[config.mk]
export PLATFORM = sky130hd
export DESIGN_NAME = json_comment_stripper
export DESIGN_NICKNAME = d
export VERILOG_FILES = /design/src/rtl/jcs_pkg.sv /design/src/rtl/json_comment_stripper.sv
export SDC_FILE = /design/constraint.sdc
export NUM_CORES = 1
export LEC_CHECK = 0
export BUFFER_PORTS_ARGS = -buffer_cell sky130_fd_sc_hd__clkbuf_2
export CORE_ASPECT_RATIO = 1.2
export CORE_MARGIN = 1
export CORE_UTILIZATION = 30
export DETAILED_ROUTE_END_ITERATION = 6
export PLACE_DENSITY = 0.52
export SLEW_MARGIN = 15
export SYNTH_ARGS = -nofsm -noshare
export SYNTH_HDL_FRONTEND = slang
export SYNTH_SLANG_ARGS = --single-unit
[constraint.sdc]
create_clock -name clk -period 7.2 [get_ports clk]
set_input_delay 0 -clock clk [delete_from_list [all_inputs] [get_ports clk]]
set_output_delay 0 -clock clk [all_outputs]
set_load 0.05 [all_outputs]
[src/rtl/jcs_pkg.sv]
package jcs_pkg;

	localparam logic [7:0] CH_QUOTE  = 8'h22;
	localparam logic [7:0] CH_BSLASH = 8'h5C;
	localparam logic [7:0] CH_SLASH  = 8'h2F;
	localparam logic [7:0] CH_STAR   = 8'h2A;
	localparam logic [7:0] CH_LF     = 8'h0A;
	localparam logic [7:0] CH_CR     = 8'h0D;

	localparam logic [1:0] MODE_NONE  = 2'd0;
	localparam logic [1:0] MODE_LINE  = 2'd1;
	localparam logic [1:0] MODE_BLOCK = 2'd2;

	// Default depth of the result queue; it must hold at least two words.
	localparam int QUEUE_DEPTH = 4;

	// Scanner state that travels from one decided byte to the next.
	typedef struct packed {
		logic [1:0] mode;
		logic       in_str;
		logic       skip;
		logic [7:0] prev;
		logic [7:0] pprev;
	} scan_t;

	typedef struct packed {
		scan_t st;
		logic  keep;
	} decision_t;

	typedef struct packed {
		logic [7:0] data;
		logic       keep;
		logic       last;
	} result_t;

	// Decides byte b, given the byte nx that follows it.
	function automatic decision_t jcs_decide(scan_t s, logic [7:0] b, logic [7:0] nx);
		decision_t r;
		logic      esc;
		r      = '{st: s, keep: 1'b0};
		esc    = (s.prev == CH_BSLASH) && (s.pprev != CH_BSLASH);
		if (s.skip) begin
			r.st.skip = 1'b0;
			r.keep    = (b == CH_LF);
		end else begin
			if (s.mode == MODE_NONE && b == CH_QUOTE && !esc) begin
				r.st.in_str = !s.in_str;
			end
			if (r.st.in_str) begin
				r.keep = 1'b1;
			end else if (s.mode == MODE_NONE && b == CH_SLASH && nx == CH_SLASH) begin
				r.st.mode = MODE_LINE;
				r.st.skip = 1'b1;
			end else if (s.mode == MODE_LINE && b == CH_CR && nx == CH_LF) begin
				r.st.mode = MODE_NONE;
				r.st.skip = 1'b1;
				r.keep    = 1'b1;
			end else if (s.mode == MODE_LINE && b == CH_LF) begin
				r.st.mode = MODE_NONE;
				r.keep    = 1'b1;
			end else if (s.mode == MODE_NONE && b == CH_SLASH && nx == CH_STAR) begin
				r.st.mode = MODE_BLOCK;
				r.st.skip = 1'b1;
			end else if (s.mode == MODE_BLOCK && b == CH_STAR && nx == CH_SLASH) begin
				r.st.mode = MODE_NONE;
				r.st.skip = 1'b1;
			end else begin
				r.keep = (s.mode == MODE_NONE);
			end
		end
		r.st.pprev = s.prev;
		r.st.prev  = b;
		return r;
	endfunction

endpackage

[src/rtl/json_comment_stripper.sv]
// JSON comment stripper. Bytes of a JSON text enter one word per clock on the
// input channel; every byte outside // line comments and /* */ block comments
// leaves on the output channel, and comment bytes, including both bytes of
// each opener and of the closing star-slash, are dropped. The LF or CRLF that
// ends a line comment is kept, a lone CR inside a line comment is dropped,
// and nothing inside a double-quoted string counts as a comment opener. A
// quote is escaped when the byte before it is a backslash and the byte before
// that is not. Each byte is held back one word as lookahead, so a byte leaves
// once the next one has arrived; the word flagged with in_last is decided at
// once against a lookahead of zero, and the final output word of the
// document carries out_last. If the document ends with nothing to send, an
// empty end marker (out_keep low, out_byte zero, out_last high) is sent, so a
// document end is always visible. After a last word the block starts a new
// document. The block takes one input word per clock while in_ready is high:
// the whole decision is combinational, and its results enter a small queue
// (QDEPTH words) that parts the two channels. in_ready is high while the
// queue has room for the two words that one input word can produce at most.
// With the output side taking one word per clock the queue never holds more
// than two words, so with QDEPTH of four or more the input never stalls;
// only a receiver that holds off fills the queue and drops in_ready.
module json_comment_stripper #(
	parameter int QDEPTH = jcs_pkg::QUEUE_DEPTH
) (
	input  logic       clk,
	input  logic       arst_n,
	input  logic       in_valid,
	output logic       in_ready,
	input  logic [7:0] in_byte,
	input  logic       in_last,
	output logic       out_valid,
	input  logic       out_ready,
	output logic [7:0] out_byte,
	output logic       out_keep,
	output logic       out_last
);
	import jcs_pkg::*;

	localparam int PW = (QDEPTH > 1) ? $clog2(QDEPTH) : 1;
	localparam int CW = $clog2(QDEPTH + 1);
	localparam logic [PW-1:0] PTR_MAX = PW'(QDEPTH - 1);

	// Scanner state and the lookahead byte.
	scan_t      scan_q;
	logic [7:0] held_q;
	logic       held_valid_q;

	// Result queue.
	result_t       queue_q [QDEPTH];
	logic [PW-1:0] wr_ptr_q;
	logic [PW-1:0] rd_ptr_q;
	logic [CW-1:0] count_q;

	logic          in_fire;
	logic          out_fire;
	decision_t     dec_held;
	decision_t     dec_last;
	scan_t         scan_mid;
	logic          keep_held;
	logic          keep_last;
	result_t       res0;
	result_t       res1;
	logic [1:0]    n_push;
	logic [PW-1:0] wr_ptr_inc;
	logic [PW-1:0] rd_ptr_inc;

	assign in_ready  = (count_q <= CW'(QDEPTH - 2));
	assign in_fire   = in_valid && in_ready;
	assign out_valid = (count_q != '0);
	assign out_fire  = out_valid && out_ready;

	assign out_byte = queue_q[rd_ptr_q].data;
	assign out_keep = queue_q[rd_ptr_q].keep;
	assign out_last = queue_q[rd_ptr_q].last;

	// The held byte is decided now that its lookahead has arrived; on a last
	// word the new byte is decided as well, against a zero lookahead.
	assign dec_held  = jcs_decide(scan_q, held_q, in_byte);
	assign keep_held = held_valid_q && dec_held.keep;
	assign scan_mid  = held_valid_q ? dec_held.st : scan_q;
	assign dec_last  = jcs_decide(scan_mid, in_byte, 8'h00);
	assign keep_last = in_last && dec_last.keep;

	// Pack up to two results; the final one of a document gets its last flag,
	// and an empty end marker stands in when nothing is kept.
	always_comb begin
		res0   = '{data: held_q, keep: 1'b1, last: 1'b0};
		res1   = '{data: in_byte, keep: 1'b1, last: in_last};
		n_push = 2'd0;
		if (keep_held && keep_last) begin
			n_push = 2'd2;
		end else if (keep_held) begin
			n_push    = 2'd1;
			res0.last = in_last;
		end else if (keep_last) begin
			n_push = 2'd1;
			res0   = '{data: in_byte, keep: 1'b1, last: 1'b1};
		end else if (in_last) begin
			n_push = 2'd1;
			res0   = '{data: 8'h00, keep: 1'b0, last: 1'b1};
		end
		if (!in_fire) begin
			n_push = 2'd0;
		end
	end

	assign wr_ptr_inc = (wr_ptr_q == PTR_MAX) ? '0 : wr_ptr_q + PW'(1);
	assign rd_ptr_inc = (rd_ptr_q == PTR_MAX) ? '0 : rd_ptr_q + PW'(1);

	always_ff @(posedge clk or negedge arst_n) begin
		if (!arst_n) begin
			scan_q       <= '0;
			held_valid_q <= 1'b0;
		end else if (in_fire) begin
			if (in_last) begin
				scan_q       <= '0;
				held_valid_q <= 1'b0;
			end else begin
				scan_q       <= scan_mid;
				held_valid_q <= 1'b1;
			end
		end
	end

	always_ff @(posedge clk) begin
		if (in_fire) begin
			held_q <= in_byte;
		end
	end

	always_ff @(posedge clk) begin
		if (n_push != 2'd0) begin
			queue_q[wr_ptr_q] <= res0;
		end
		if (n_push == 2'd2) begin
			queue_q[wr_ptr_inc] <= res1;
		end
	end

	always_ff @(posedge clk or negedge arst_n) begin
		if (!arst_n) begin
			wr_ptr_q <= '0;
			rd_ptr_q <= '0;
			count_q  <= '0;
		end else begin
			if (n_push == 2'd1) begin
				wr_ptr_q <= wr_ptr_inc;
			end else if (n_push == 2'd2) begin
				wr_ptr_q <= (wr_ptr_inc == PTR_MAX) ? '0 : wr_ptr_inc + PW'(1);
			end
			if (out_fire) begin
				rd_ptr_q <= rd_ptr_inc;
			end
			count_q <= count_q + CW'(n_push) - CW'(out_fire);
		end
	end

`ifndef SYNTHESIS
	// The queue never holds more words than it has entries.
	a_queue_bound: assert property (@(posedge clk) disable iff (!arst_n)
		count_q <= CW'(QDEPTH))
		else $error("result queue overflow");

	// An empty word is only ever the end marker of a document.
	a_marker_last: assert property (@(posedge clk) disable iff (!arst_n)
		(out_valid && !out_keep) |-> out_last)
		else $error("empty word without last flag");

	// After the last word of a document nothing is held back.
	a_last_flush: assert property (@(posedge clk) disable iff (!arst_n)
		(in_fire && in_last) |=> (!held_valid_q && scan_q == '0))
		else $error("state not cleared after document end");
`endif

endmodule

Word level (Yosys, flattened, before mapping). Memories as Yosys holds them, arrays and structs flattened. Cells that the tools add are included.

Flip-flop bits (word level): 36. Bits in writable memories: 40. Input port bits: 13. Output and inout port bits: 12. Logic and storage cells: 117. Memories: 1.

Memories: queue_q (words 4, width 10, read ports 1, clocked after Yosys merged registers in 0, wr ports 2, RTL line json_comment_stripper.sv:48) `result_t queue_q [QDEPTH];`.

$add $sub $neg: 5. Order comparisons: 1. Equal/unequal tests: 21. Mux-type cells: 50. Reduce and logical (&&, ||, !) cells: 29.

Operators with widths (count): 8-bit by 6-bit equality test with 1-bit output (second input constant) (6); 20-bit two-way mux (2); 10-bit two-way mux (3); 2-bit two-way mux (15); 1-bit two-way mux (28); 8-bit by 4-bit equality test with 1-bit output (second input constant) (3); 1-bit logical AND (20); 8-bit by 7-bit equality test with 1-bit output (second input constant) (2); 8-bit by 7-bit != test with 1-bit output (second input constant) (2); 2-bit equality test (second input constant) (5); 9-bit two-way mux (1); 2-bit by 1-bit adder with 2-bit output (second input constant) (3); 2-bit by 1-bit equality test with 1-bit output (second input constant) (3); 1-bit logical NOT (4); 2-bit logical NOT (2); 2-bit nonzero test (2); 3-bit by 2-bit adder with 3-bit output (1); 3-bit by 2-bit <= comparator with 1-bit output (second input constant) (1); 3-bit two-way mux (1); 3-bit nonzero test (1); 3-bit by 1-bit subtractor with 3-bit output (1).

Depth between registers and ports, before layout. Gate-level depths: netlist of the first run.

Depth after elaboration: 27. Mapped depth: 16. Gate-level depth less buffers: 15.

Worst setup path before layout of the first run. No wires, ideal clock.

Kind: reg2reg. From: register held_q[4]. To: register count_q[2]. Library setup time: 123 ps. Data arrival time: 3849 ps. Data required time: 7077 ps. Slack: 3228 ps. Cell stages (with the launch flop): 16. Path buffers: 0. Period minus slack after synthesis: 3972 ps. Path through: edfxtp_1 nor4b_2 nand4b_1 or3_1 a41oi_1 or4b_4 nand3_4 nor2_4 a211o_1 ha_1 inv_1 ha_1 inv_1 fa_1 xor2_1 xnor2_1.

Longest elaborated chain between the ends: 25. Elaborated cells between the ends (all ways): 62. Those cells by class: add/sub: 2; eq/ne: 7; mux: 33; reduce/logical: 20.

Ends and longest elaborated chain: start, declared (RTL line json_comment_stripper.sv:44) `logic [7:0] held_q;`; start signal, assigned (RTL line json_comment_stripper.sv:126) `held_q <= in_byte;`; 8-bit by 6-bit equality test with 1-bit output (RTL line jcs_pkg.sv:65) `end else if (s.mode == MODE_BLOCK && b == CH_STAR && nx == CH_SLASH) begin`; 1-bit logical AND (2 in a row) (RTL line jcs_pkg.sv:65); 2-bit two-way mux (RTL line jcs_pkg.sv:65); 2-bit two-way mux (RTL line jcs_pkg.sv:62) `end else if (s.mode == MODE_NONE && b == CH_SLASH && nx == CH_STAR) begin`; 2-bit two-way mux (RTL line jcs_pkg.sv:59) `end else if (s.mode == MODE_LINE && b == CH_LF) begin`; 2-bit two-way mux (RTL line jcs_pkg.sv:55) `end else if (s.mode == MODE_LINE && b == CH_CR && nx == CH_LF) begin`; 2-bit two-way mux (RTL line jcs_pkg.sv:52) `end else if (s.mode == MODE_NONE && b == CH_SLASH && nx == CH_SLASH) begin`; 2-bit two-way mux (RTL line jcs_pkg.sv:50) `if (r.st.in_str) begin`; [... 8 more ...]; 1-bit two-way mux (RTL line jcs_pkg.sv:43) `if (s.skip) begin`; 1-bit logical AND (RTL line json_comment_stripper.sv:81) `assign keep_last = in_last && dec_last.keep;`; 2-bit two-way mux (RTL line json_comment_stripper.sv:94) `end else if (keep_last) begin`; 2-bit two-way mux (RTL line json_comment_stripper.sv:91) `end else if (keep_held) begin`; 2-bit two-way mux (*) (RTL line json_comment_stripper.sv:89) `if (keep_held && keep_last) begin`; 2-bit two-way mux (*) (RTL line json_comment_stripper.sv:101) `if (!in_fire) begin`; 3-bit by 2-bit adder with 3-bit output (*) (RTL line json_comment_stripper.sv:153) `count_q <= count_q + CW'(n_push) - CW'(out_fire);`; 3-bit by 1-bit subtractor with 3-bit output (*) (RTL line json_comment_stripper.sv:153); end signal, assigned (RTL line json_comment_stripper.sv:153); end, declared (RTL line json_comment_stripper.sv:51) `logic [CW-1:0] count_q;`.

Mark *: on every way between the ends. The rest lies on a longest branch, timed or not. The select of a mux whose other input is x is not followed. A chain may end at the register's enable or synchronous reset.

==> results of run 1 <==
==> per-layer routing <==
layer / track usage (%) / up-vias / routed length [um]
li1: - / 1314 / -
met3: 2.63 / 17 / 280
met1: 18.4 / 1361 / 4230
met5: 0 / - / 0
met2: 23.9 / 55 / 4480
met4: 7.33 / 0 / 223
==> path summary, 6_finish.rpt <==
| check | from | endpoint | slack (ps) | cells after the start |
|---|---|---|---|---|
| worst max-delay path | held_q[4] | queue_q[0][8] | 2610 | 13 |
| worst min-delay path | in_byte[5] | held_q[5] | 30 | 1 |
| worst max register to register | held_q[4] | queue_q[0][8] | 2610 | 13 |
| worst min register to register | count_q[2] | count_q[2] | 490 | 1 |
| max in group asynchronous | arst_n | rd_ptr_q[1] | 6440 | 2 |
| min in group asynchronous | arst_n | scan_q[3] | 270 | 2 |
==> cell type report <==
class | instances | area [um^2]
clock buffer | 11 | 233
clock inverter | 5 | 77.6
fill | 1269 | 8180
inverter | 12 | 45.0
multi-input combinational | 215 | 1790
sequential | 76 | 2100
tap | 164 | 205
timing repair buffer | 32 | 200
==> power groups by stage <==
stage                     Combinational, mW  Sequential, mW  Clock (mW)
after global routing                  0.765           0.732       0.496
final                                 0.696           0.710       0.472
after CTS                             0.704           0.713       0.478
after floorplan                       0.594           0.654           0
after detailed placement              0.698           0.720           0
after global placement                0.692           0.716           0
==> synth_stat cells, drive strengths merged, types with 4 or more instances <==
cell    instances
nand3           4
o31ai           4
mux4           10
dfrtp          28
buf             5
ha             12
a22o           46
nor2b           4
a21oi          20
nor2           16
o21ai          12
edfxtp         44
nor3            4
a31oi           6
nand2b          4
nand2          24
dfxtp           4
inv            12
clkbuf         10
==> registers in the layout, indices dropped and copies added, names as in the netlist <==
register / count
queue_q: 40
rd_ptr_q: 2
scan_q: 12
held_q: 8
dec_held: 8
held_valid_q: 1
count_q: 3
wr_ptr_q: 2
==> placed cells by master, fill, tap and decap left out, drive strengths merged, types with 2 or more instances in the layout <==
master	instances
or4bb	2
nor2	16
edfxtp	44
o21ai	12
nor3	4
nor2b	4
nor4bb	3
xor2	2
a21oi	20
or3	3
dlygate4sd3	8
a22o	46
o31ai	4
mux2	2
ha	12
nand4b	2
o2111a	2
mux4	10
or4	2
clkinv	3
nand2b	4
nor4b	2
a31oi	6
nand3	4
xnor2	2
nor4	3
or2	2
dfxtp	4
clkbuf	35
dfrtp	28
nand2	24
inv	12
nand4	2
bufinv	2
a211oi	3
==> cell families (layout without fill, tap and decap cells) <==
logic type	count (synthesis)	count (layout)
compound gates	100	100
simple gates	86	86
flops	76	76
buf+inv	27	60
fa+ha+maj	13	13
mux	12	12
xor+xnor	4	4
==> metrics by stage <==
stage	setup slack, ps	util, %	hold slack (ps)	total power, mW	cells
2_1_floorplan	3230	-	-296	1.25	318
3_3_place_gp	2690	33.2	98.8	1.41	491
3_5_place_dp	2620	33.2	103	1.42	491
4_1_cts	2590	36.2	27.9	1.90	515
5_1_grt	2270	36.3	34.5	1.99	515
6_report	2610	36.3	28.1	1.88	515
==> timing repair <==
| action | CTS | global route |
|---|---|---|
| hold buffers | 8 | 0 |
| endpoints found under the hold margin | 35 | 0 |
| buffers inserted | 0 | 0 |
==> summary.md, run 1 <==
| Metric | Value |
|---|---|
| Status | `finished clean` |
| Sequential power share | `37.8%` |
| Setup TNS | `0 ps` |
| Power Density | `403 mW/mm^2` |
| Global-route usage over all layers | `14.6%` |
| Synth Area in Adders | `4.26%` |
| Layout cell share with drive strength beyond 1 | `20.2%` |
| Inserted Clock Buffers | `9` |
| CTS tree | `done` |
| DRC Markers | `0` |
| Final instance area | `0.00466 mm^2` |
| Area growth from synthesis to layout | `16.5%` |
| Multiplexer area fraction after synthesis | `6.20%` |
| Number of max-cap violations | `0` |
| Worst vdd ir | `0.239 mV` |
| Detailed-route via count | `2747` |
| Pleak | `1.76 nW` |
| Critical Path Fanout Max | `10` |
| Placement row count | `45` |
| Ant diodes | `0` |
| Final worst clock skew | `9.05 ps` |
| Sink Count | `76` |
| Min-Delay Path Class | `input port to register` |
| Vias per cell | `5.33` |
| Top cell type by total area after synthesis | `edfxtp_1` |
| Area fraction in compound gates after synthesis | `20.3%` |
| Die area | `0.0138 mm^2` |
| Fraction of registers with async set/reset | `36.8%` |
| Number of global-route vias before repair | `2806` |
| Crit path capture type | `register` |
| Count of input and output buffers | `24` |
| Xor-xnor portion of the synthesized cell area | `0.877%` |
| Final Max Slew Viols | `0` |
| Die H | `128 um` |
| Comb pwr share | `37.0%` |
| Mean Syn Cell Area | `12.6 um^2` |
| Synth top area share | `33.1%` |
| CTS root buffer | `clkbuf_16` |
| Data arrival, critical path | `4780 ps` |
| Final hold violations | `0` |
| Synthesized netlist cell count | `318` |
| Yosys warnings | `0` |
| Worst-margin pin slew | `756 ps` |
| CP cell instances | `nor4b_2, nand4b_1, or3_1, a41oi_1, or4b_4, nand3_4, nor2_4, a211o_1, ha_1, nand2b_1, a21oi_1, nor2b_1, a22o_1` |
| Detailed-route wire length per cell | `17.9 um` |
| Iter 0 DRT Violations | `147` |
| H-tree levels | `3` |
| Final net count | `372` |
| Largest net degree at the start of global routing | `29` |
| Syn Nets | `344` |
| Largest family of logic cells by synthesized area | `compound AO/OA/AOI/OAI gates` |
| Die X | `107 um` |
| Core Footprint | `0.0128 mm^2` |
| Post-CTS Resized | `0` |
| Mapped cell area | `0.00400 mm^2` |
| Antenna violations before repair | `0` |
| Final period util | `63.7%` |
| Sw Ratio | `38.3%` |
| DRT antenna net count | `0` |
| Most used flip-flop cell after synthesis | `edfxtp_1` |
| Post-synth EDFFs | `44` |
| Tmin final | `4590 ps` |
| Clk pwr share | `25.1%` |
| Yosys reg bits | `76` |
| CP top delay family | `simple AND/OR/NAND/NOR gates` |
| Area contributors post-synth | `edfxtp_1, dfrtp_1, a22o_1` |
| Critical path type | `register to register` |
| Clk buf depth | `2` |
| RSZ-0062 raised after global routing | `no` |
| Clock Latency Late Sink | `340 ps` |
| Clock Pin Slew Worst Setup and Hold Paths | `60 ps` |
| # setup viols final | `0` |
| Critical Path Slowest Stage Cell | `or4b_4` |
| Bufs and invs on worst path | `0` |
| Area of placed instances | `0.00426 mm^2` |
| Global-route wire length before repair | `15100 um` |
| First-pass detailed-route iteration total | `5` |
| Gp weighted congestion | `0.878` |
| Fmax | `218 MHz` |
| Internal Pwr Total | `1.16 mW` |
| Initial Util | `31.1%` |
| CP startpoint kind | `register` |
| Synth unique cells | `62` |
| Slowest cell delay on critical path | `510 ps` |
| P_sw | `718 uW` |
| Post-Route WL | `9210 um` |
| GRT overflow | `0` |
| CP required | `7390 ps` |
| Seq/Total Area, Yosys | `52.6%` |
| Simple logic cell fraction of the synthesized area | `13.2%` |
| Boundary Pins | `25` |
| Rel. slew slack | `49.6%` |
| Post-DP HPWL | `6720 um` |
(Power assumes the default switching activity.)
==> run 2: changes to the inputs <==
clock period = 4.8 ns   (was 7.2 ns; I/O delays follow)
==> run 2 against run 1 <==
  * Register-to-register slack lost 2200 ps
  * Non-clock buffer count increased by 10
  * Global-route usage increased by 0.47 points
  * First-iteration DRC count shrank 12%
  * Sequential share of layout area fell by 0.42 points
  * Clock-buffer cell count decreased by 2
==> summary.md, run 2 (synthesis gave the netlist of run 1 again) <==
| Metric | Value |
|---|---|
| Status | `finished clean` |
| Postcts setup bufs | `0 (unchanged)` |
| RSZ-0062 raised after global routing | `no` |
| Antenna violations before repair | `0 (unchanged)` |
| Critical Path Fanout Max | `10 (unchanged)` |
| Pleak | `1.80 nW (+2.3%)` |
| Top Usage Layer GRT | `met2` |
| Die area | `0.0138 mm^2 (unchanged)` |
| Detailed-route wire length per cell | `18.1 um (+1.3%)` |
| # setup viols final | `0 (unchanged)` |
| Clock Latency Late Sink | `340 ps (about the same)` |
| First-pass detailed-route iteration total | `4 (-1)` |
| Rel. slew slack | `49.3% (-0.29 points)` |
| Layout cell share with drive strength beyond 1 | `23.8% (+3.6 points)` |
| Crit path capture type | `register` |
| Core Footprint | `0.0128 mm^2 (unchanged)` |
| Reg2reg path depth | `14 (+1)` |
| Setup TNS | `0 ps (unchanged)` |
| Detailed-route via count | `2792 (+1.6%)` |
| Clock Pin Slew Worst Setup and Hold Paths | `60 ps (about the same)` |
| H-tree levels | `3 (unchanged)` |
| Placement row count | `45 (unchanged)` |
| GRT overflow | `0 (unchanged)` |
| Ant diodes | `0 (unchanged)` |
| Die H | `128 um (unchanged)` |
| Post-Route WL | `9510 um (+3.3%)` |
| Number of max-cap violations | `0 (unchanged)` |
| Boundary Pins | `25 (unchanged)` |
| Reg2Reg Launch Point | `held_q[4]` |
| Minimum setup slack among reg-to-reg paths | `450 ps (-2160 ps)` |
| Area growth from synthesis to layout | `17.6%` |
| Initial Util | `31.1% (unchanged)` |
| Finished Core Util | `36.6% (+0.34 points)` |
| Grt met1 use | `17.9% (-0.46 points)` |
| Global-route usage over all layers | `15.0% (+0.47 points)` |
| Fillers | `1264 (-0.39%)` |
| Bufs and invs on worst path | `1 (+1)` |
| Gp weighted congestion | `0.891 (+1.5%)` |
| Sink Count | `76 (unchanged)` |
| CTS root buffer | `clkbuf_16` |
| Largest regs | `queue_q: 40 flops, scan_q: 12 flops` |
| CP startpoint kind | `register` |
| Worst vdd ir | `0.248 mV (+3.7%)` |
| Grt met2 use | `25.6% (+1.7 points)` |
| Min-Delay Path Class | `input port to register` |
| Tmin final | `4350 ps (-239 ps)` |
| Final net count | `382 (+2.7%)` |
| Global Route met3 Usage | `3.44% (+0.81 points)` |
| DRT antenna net count | `0 (unchanged)` |
| Multi-input logic area | `0.00179 mm^2 (unchanged)` |
| Critical path type | `register to register` |
| Commonest non-fill, non-tap cell in the layout | `edfxtp_1` |
| CTS tree | `done` |
| Data arrival, critical path | `4550 ps (-230 ps)` |
| Worst R2R End | `queue_q[1][8]` |
| Clk buf depth | `2 (unchanged)` |
| DRC Markers | `0 (unchanged)` |
| Number of global-route vias before repair | `2890 (+3.0%)` |
| Largest register FFs | `40 (unchanged)` |
| Worst-margin pin slew | `761 ps (+4.41 ps)` |
| Worst Hold End | `held_q[5]` |
| Final worst clock skew | `7.37 ps (-1.68 ps)` |
| Count of input and output buffers | `24 (unchanged)` |
| Critical Path Slowest Stage Cell | `or4b_4` |
| Slowest cell delay on critical path | `510 ps (about the same)` |
| Final Max Slew Viols | `0 (unchanged)` |
| FF+latch area | `0.00210 mm^2 (unchanged)` |
| Fmax | `230 MHz (+5.5%)` |
| Global-route wire length before repair | `15500 um (+2.5%)` |
| CP top delay family | `simple AND/OR/NAND/NOR gates` |
| Most frequent cells in the layout | `edfxtp_1, a22o_1, dfrtp_1` |
| Power Density | `594 mW/mm^2 (+47%)` |
| Die X | `107 um (unchanged)` |
| Iter 0 DRT Violations | `129 (-12%)` |
| Worst Hold Depth | `1 (unchanged)` |
| CP required | `5000 ps (-2390 ps)` |
| Final hold violations | `0 (unchanged)` |
| Vias per cell | `5.32 (-0.30%)` |
| Largest net degree at the start of global routing | `29 (unchanged)` |
| Inserted Clock Buffers | `9 (unchanged)` |
| Min-Delay Startpoint | `in_byte[5]` |
| Final period util | `90.6% (+27 points)` |
| Reg with most FFs | `queue_q` |
| Post-DP HPWL | `7090 um (+5.5%)` |
| CP cell instances | `nor4b_2, nand4b_1, or3_1, a41oi_1, or4b_4, nand3_4, nor2_4, a211o_1, ha_1, nand2b_1, a21oi_1, nor2b_1, buf_4, a22o_1` |
run 2: final cells by class:
type / count / share of cell area (%)
Inverter: 12 / 0.958
Tap cell: 164 / 4.37
Timing Repair Buffer: 42 / 5.75
Multi-Input combinational cell: 215 / 38.2
Sequential cell: 76 / 44.7
Clock buffer: 9 / 4.79
Clock inverter: 7 / 1.25
run 2: routing by layer:
metal	vias up	share of wire, %
met5	-	0
met4	0	2.6
met3	18	5.0
met2	79	50
met1	1363	43
li1	1332	-
run 2: worst reg2reg max path, delay by kind of cell, from the launching register on:
family,cells,cell delay (ps)
AND/OR/NAND/NOR,8,2250
flip-flops,1,500
buffers and inverters,1,170
AO/OA/AOI/OAI,4,1060
adder cells (fa/ha/maj),1,230
run 2: repair_timing:
item	4_1_cts	5_1_grt
endpoints found under the hold margin	33	0
gates resized for setup	0	0
hold buffers	6	0
run 2: worst max-delay path by stage:
| stage | from | end | slack (ps) | cells after the start |
|---|---|---|---|---|
| 4_1_cts | held_q[4] | queue_q[1][4] | 440 | 14 |
| 5_1_grt | held_q[4] | queue_q[1][8] | 80 | 14 |
| 3_5_place_dp | held_q[4] | queue_q[3][9] | 500 | 14 |
| 3_3_place_gp | held_q[4] | queue_q[3][9] | 520 | 13 |
| 2_1_floorplan | held_q[4] | count_q[2] | 830 | 15 |
| 6_report | held_q[4] | queue_q[1][8] | 450 | 14 |
run 2: per-stage QoR:
step	worst slack, ps	total power, mW	area, um^2	hold slack (ps)	std cells
floorplan	828	1.87	4000	-296	318
global placement	521	2.15	4350	90.7	503
detailed placement	498	2.17	4350	102	503
CTS	444	2.83	4700	2.54	525
global route	75.3	2.96	4700	0.805	525
finish	450	2.79	4700	4.59	525
run 2: where the power goes:
group	leakage (nW)	internal [mW]	switching (mW)
registers	0.801	0.892	0.162
clock network	0.138	0.358	0.286
logic	0.863	0.417	0.676
total	1.80	1.67	1.12
==> run 3: changes to the inputs <==
CAP_MARGIN = 30   (was unset)
clock period = 4.4 ns   (was 4.8 ns; I/O delays follow)
==> run 3 against run 2 <==
  * Combinational power rose by 13%
  * Worst setup slack lost 150 ps
  * First-iteration DRC count rose by 8.5%
  * Highest routed layer unchanged
  * Routed wire length shrank 0.40%
  * Clock skew grew 0.88 ps
  * Via count fell by 0.11%
  * Core utilization is 0.64 points higher
  * Largest power group unchanged
  * Maximum frequency increased by 6.1%
  * Critical path type unchanged
  * Global-route usage fell by 0.21 points
  * Critical endpoint is now count_q[2]
  * Die area did not move
==> summary.md, run 3 (synthesis gave the netlist of run 1 again) <==
| Metric | Value |
|---|---|
| Power Density | `664 mW/mm^2 (+12%)` |
| First-pass detailed-route iteration total | `4 (unchanged)` |
| Slowest cell delay on critical path | `510 ps (about the same)` |
| Status | `finished clean` |
| Die H | `128 um (unchanged)` |
| Data arrival, critical path | `4320 ps (-230 ps)` |
| Setup TNS | `0 ps (unchanged)` |
| Final period util | `93.2% (+2.6 points)` |
| Inserted Clock Buffers | `9 (unchanged)` |
| Critical path type | `register to register` |
| Setup WS post-layout | `300 ps (-150 ps)` |
| Reg2reg path depth | `15 (+1)` |
| CP cell instances | `nor4bb_1, a211oi_2, or3_1, a41oi_1, or4b_4, nand3_4, nor2_4, a211o_1, ha_1, inv_1, ha_1, inv_1, fa_1, xor2_1, xnor2_1` |
| CP required | `4620 ps (-380 ps)` |
| Global-route usage over all layers | `14.8% (-0.21 points)` |
| Detailed-route wire length per cell | `17.9 um (-1.3%)` |
| Minimum setup slack among reg-to-reg paths | `300 ps (-150 ps)` |
| Global-route wire length before repair | `15400 um (-0.45%)` |
| # setup viols final | `0 (unchanged)` |
| Pleak | `1.85 nW (+2.6%)` |
| Count of input and output buffers | `24 (unchanged)` |
| Worst vdd ir | `0.280 mV (+13%)` |
| Clk buf depth | `2 (unchanged)` |
| H-tree levels | `3 (unchanged)` |
| Largest net degree at the start of global routing | `29 (unchanged)` |
| Gp weighted congestion | `0.877 (-1.6%)` |
| CTS tree | `done` |
| Antenna violations before repair | `0 (unchanged)` |
| Initial Util | `31.1% (unchanged)` |
| Reg with most FFs | `queue_q` |
| Iter 0 DRT Violations | `140 (+8.5%)` |
| Detailed-route via count | `2789 (-0.11%)` |
| Finished Layout Cells | `530 (+0.95%)` |
| Largest regs | `queue_q: 40 flops, scan_q: 12 flops` |
| Critical Path Fanout Max | `6 (-4)` |
| Clock Pin Slew Worst Setup and Hold Paths | `60 ps (about the same)` |
| Min-Delay Path Class | `input port to register` |
| GRT overflow | `0 (unchanged)` |
| Clk pwr share | `25.2% (+2.1 points)` |
| CP startpoint kind | `register` |
| Final Max Slew Viols | `0 (unchanged)` |
| Area growth from synthesis to layout | `19.7%` |
| Tmin final | `4100 ps (-250 ps)` |
| Post-Route WL | `9480 um (-0.40%)` |
| Ant diodes | `0 (unchanged)` |
| Clock Latency Late Sink | `330 ps (about the same)` |
| Largest register FFs | `40 (unchanged)` |
| Boundary Pins | `25 (unchanged)` |
| Reg2Reg Launch Point | `scan_q[7]` |
| Die X | `107 um (unchanged)` |
| CTS root buffer | `clkbuf_16` |
| Commonest non-fill, non-tap cell in the layout | `edfxtp_1` |
| Critical Path Slowest Stage Cell | `or4b_4` |
| Sink Count | `76 (unchanged)` |
| Layout cell share with drive strength beyond 1 | `24.9% (+1.0 points)` |
| Sw Ratio | `38.7% (-1.6 points)` |
| DRC Markers | `0 (unchanged)` |
| Comb pwr share | `38.8% (-0.4 points)` |
| Hold Slack | `10.4 ps (+5.77 ps)` |
| Worst Hold Depth | `1 (unchanged)` |
| Worst R2R End | `count_q[2]` |
| Fmax | `244 MHz (+6.1%)` |
| DRT antenna net count | `0 (unchanged)` |
| Crit path capture type | `register` |
| P_sw | `1.23 mW (+9.3%)` |
| Final net count | `387 (+1.3%)` |
| Vias per cell | `5.26 (-1.0%)` |
| Pwr Total | `3.18 mW (+14%)` |
| Min-Delay Startpoint | `in_byte[2]` |
| Most frequent cells in the layout | `edfxtp_1, a22o_1, dfrtp_1` |
| Placed cells | `504 (+0.20%)` |
| Core Footprint | `0.0128 mm^2 (unchanged)` |
| Worst-margin pin slew | `738 ps (-22.5 ps)` |
| Place WS | `257 ps (-241 ps)` |
| Placement row count | `45 (unchanged)` |
| Rel. slew slack | `50.8% (+1.5 points)` |
| Sequential power share | `36.0% (-1.8 points)` |
| Die area | `0.0138 mm^2 (unchanged)` |
| Final hold violations | `0 (unchanged)` |
| Number of global-route vias before repair | `2944 (+1.9%)` |
| Final worst clock skew | `8.25 ps (+0.879 ps)` |
| Number of max-cap violations | `0 (unchanged)` |
| Worst Hold End | `held_q[2]` |
| Internal Pwr Total | `1.95 mW (+17%)` |
| RSZ-0062 raised after global routing | `no` |
| Post-DP HPWL | `7030 um (-0.79%)` |
-- run 3: cell types whose count changed in the layout (fill, tap and decap cells not counted), sizes merged --
cell,before,now
bufinv,0,2
dlygate4sd3,6,5
clkinv,3,2
inv,15,14
buf,12,18
-- run 3: layout make-up --
cell class              count  area, um^2
clock inverters             7        97.6
flip-flops and latches     76        2100
repair buffers             47         305
fillers                  1244        8050
inverters                  12        45.0
multi-input cells         215        1800
clock buffers               9         225
well taps                 164         205
-- run 3: per-layer routing --
metal	global-route usage, %	share of wire, %
met1	18.8	46
met2	24.6	49
met3	1.98	3.0
met4	7.90	2.8
met5	0	0
-- run 3: power groups by stage --
| stage | clock (mW) | combinational [mW] | sequential, mW |
|---|---|---|---|
| final | 0.800 | 1.23 | 1.14 |
| after global routing | 0.836 | 1.33 | 1.18 |
| after CTS | 0.814 | 1.23 | 1.15 |
| after detailed placement | 0 | 1.22 | 1.16 |
| after global placement | 0 | 1.20 | 1.16 |
| after floorplan | 0 | 0.972 | 1.07 |
-- run 3: metrics by stage --
step                      util, %  instance area, um^2
after global routing         37.3                 4780
after global placement       34.0                 4360
after CTS                    36.9                 4740
after detailed placement     34.0                 4360
after floorplan                 -                 4000
final                        37.3                 4780
-- run 3: worst max path at each step --
stage / to / cells past startpoint / startpoint
after floorplan: count_q[2] / 15 / held_q[4]
after global placement: count_q[2] / 15 / held_q[7]
after detailed placement: count_q[2] / 15 / held_q[4]
after CTS: count_q[2] / 15 / held_q[4]
after global routing: count_q[2] / 15 / scan_q[5]
final: count_q[2] / 15 / scan_q[7]
-- run 3: critical path: cells and delay by family, from the launching register on --
family	cells	cell delay, ps
xor+xnor	2	290
buf+inv	2	110
flops	1	400
simple gates	5	1560
fa+ha+maj	3	780
compound gates	3	840
-- run 3: what timing repair did --
action / in CTS / in global routing
buffers inserted: 0 / 5
setup endpoints to repair: 0 / 8
endpoints found under the hold margin: 32 / 0
gates resized for setup: 0 / 1
hold buffers: 5 / 0
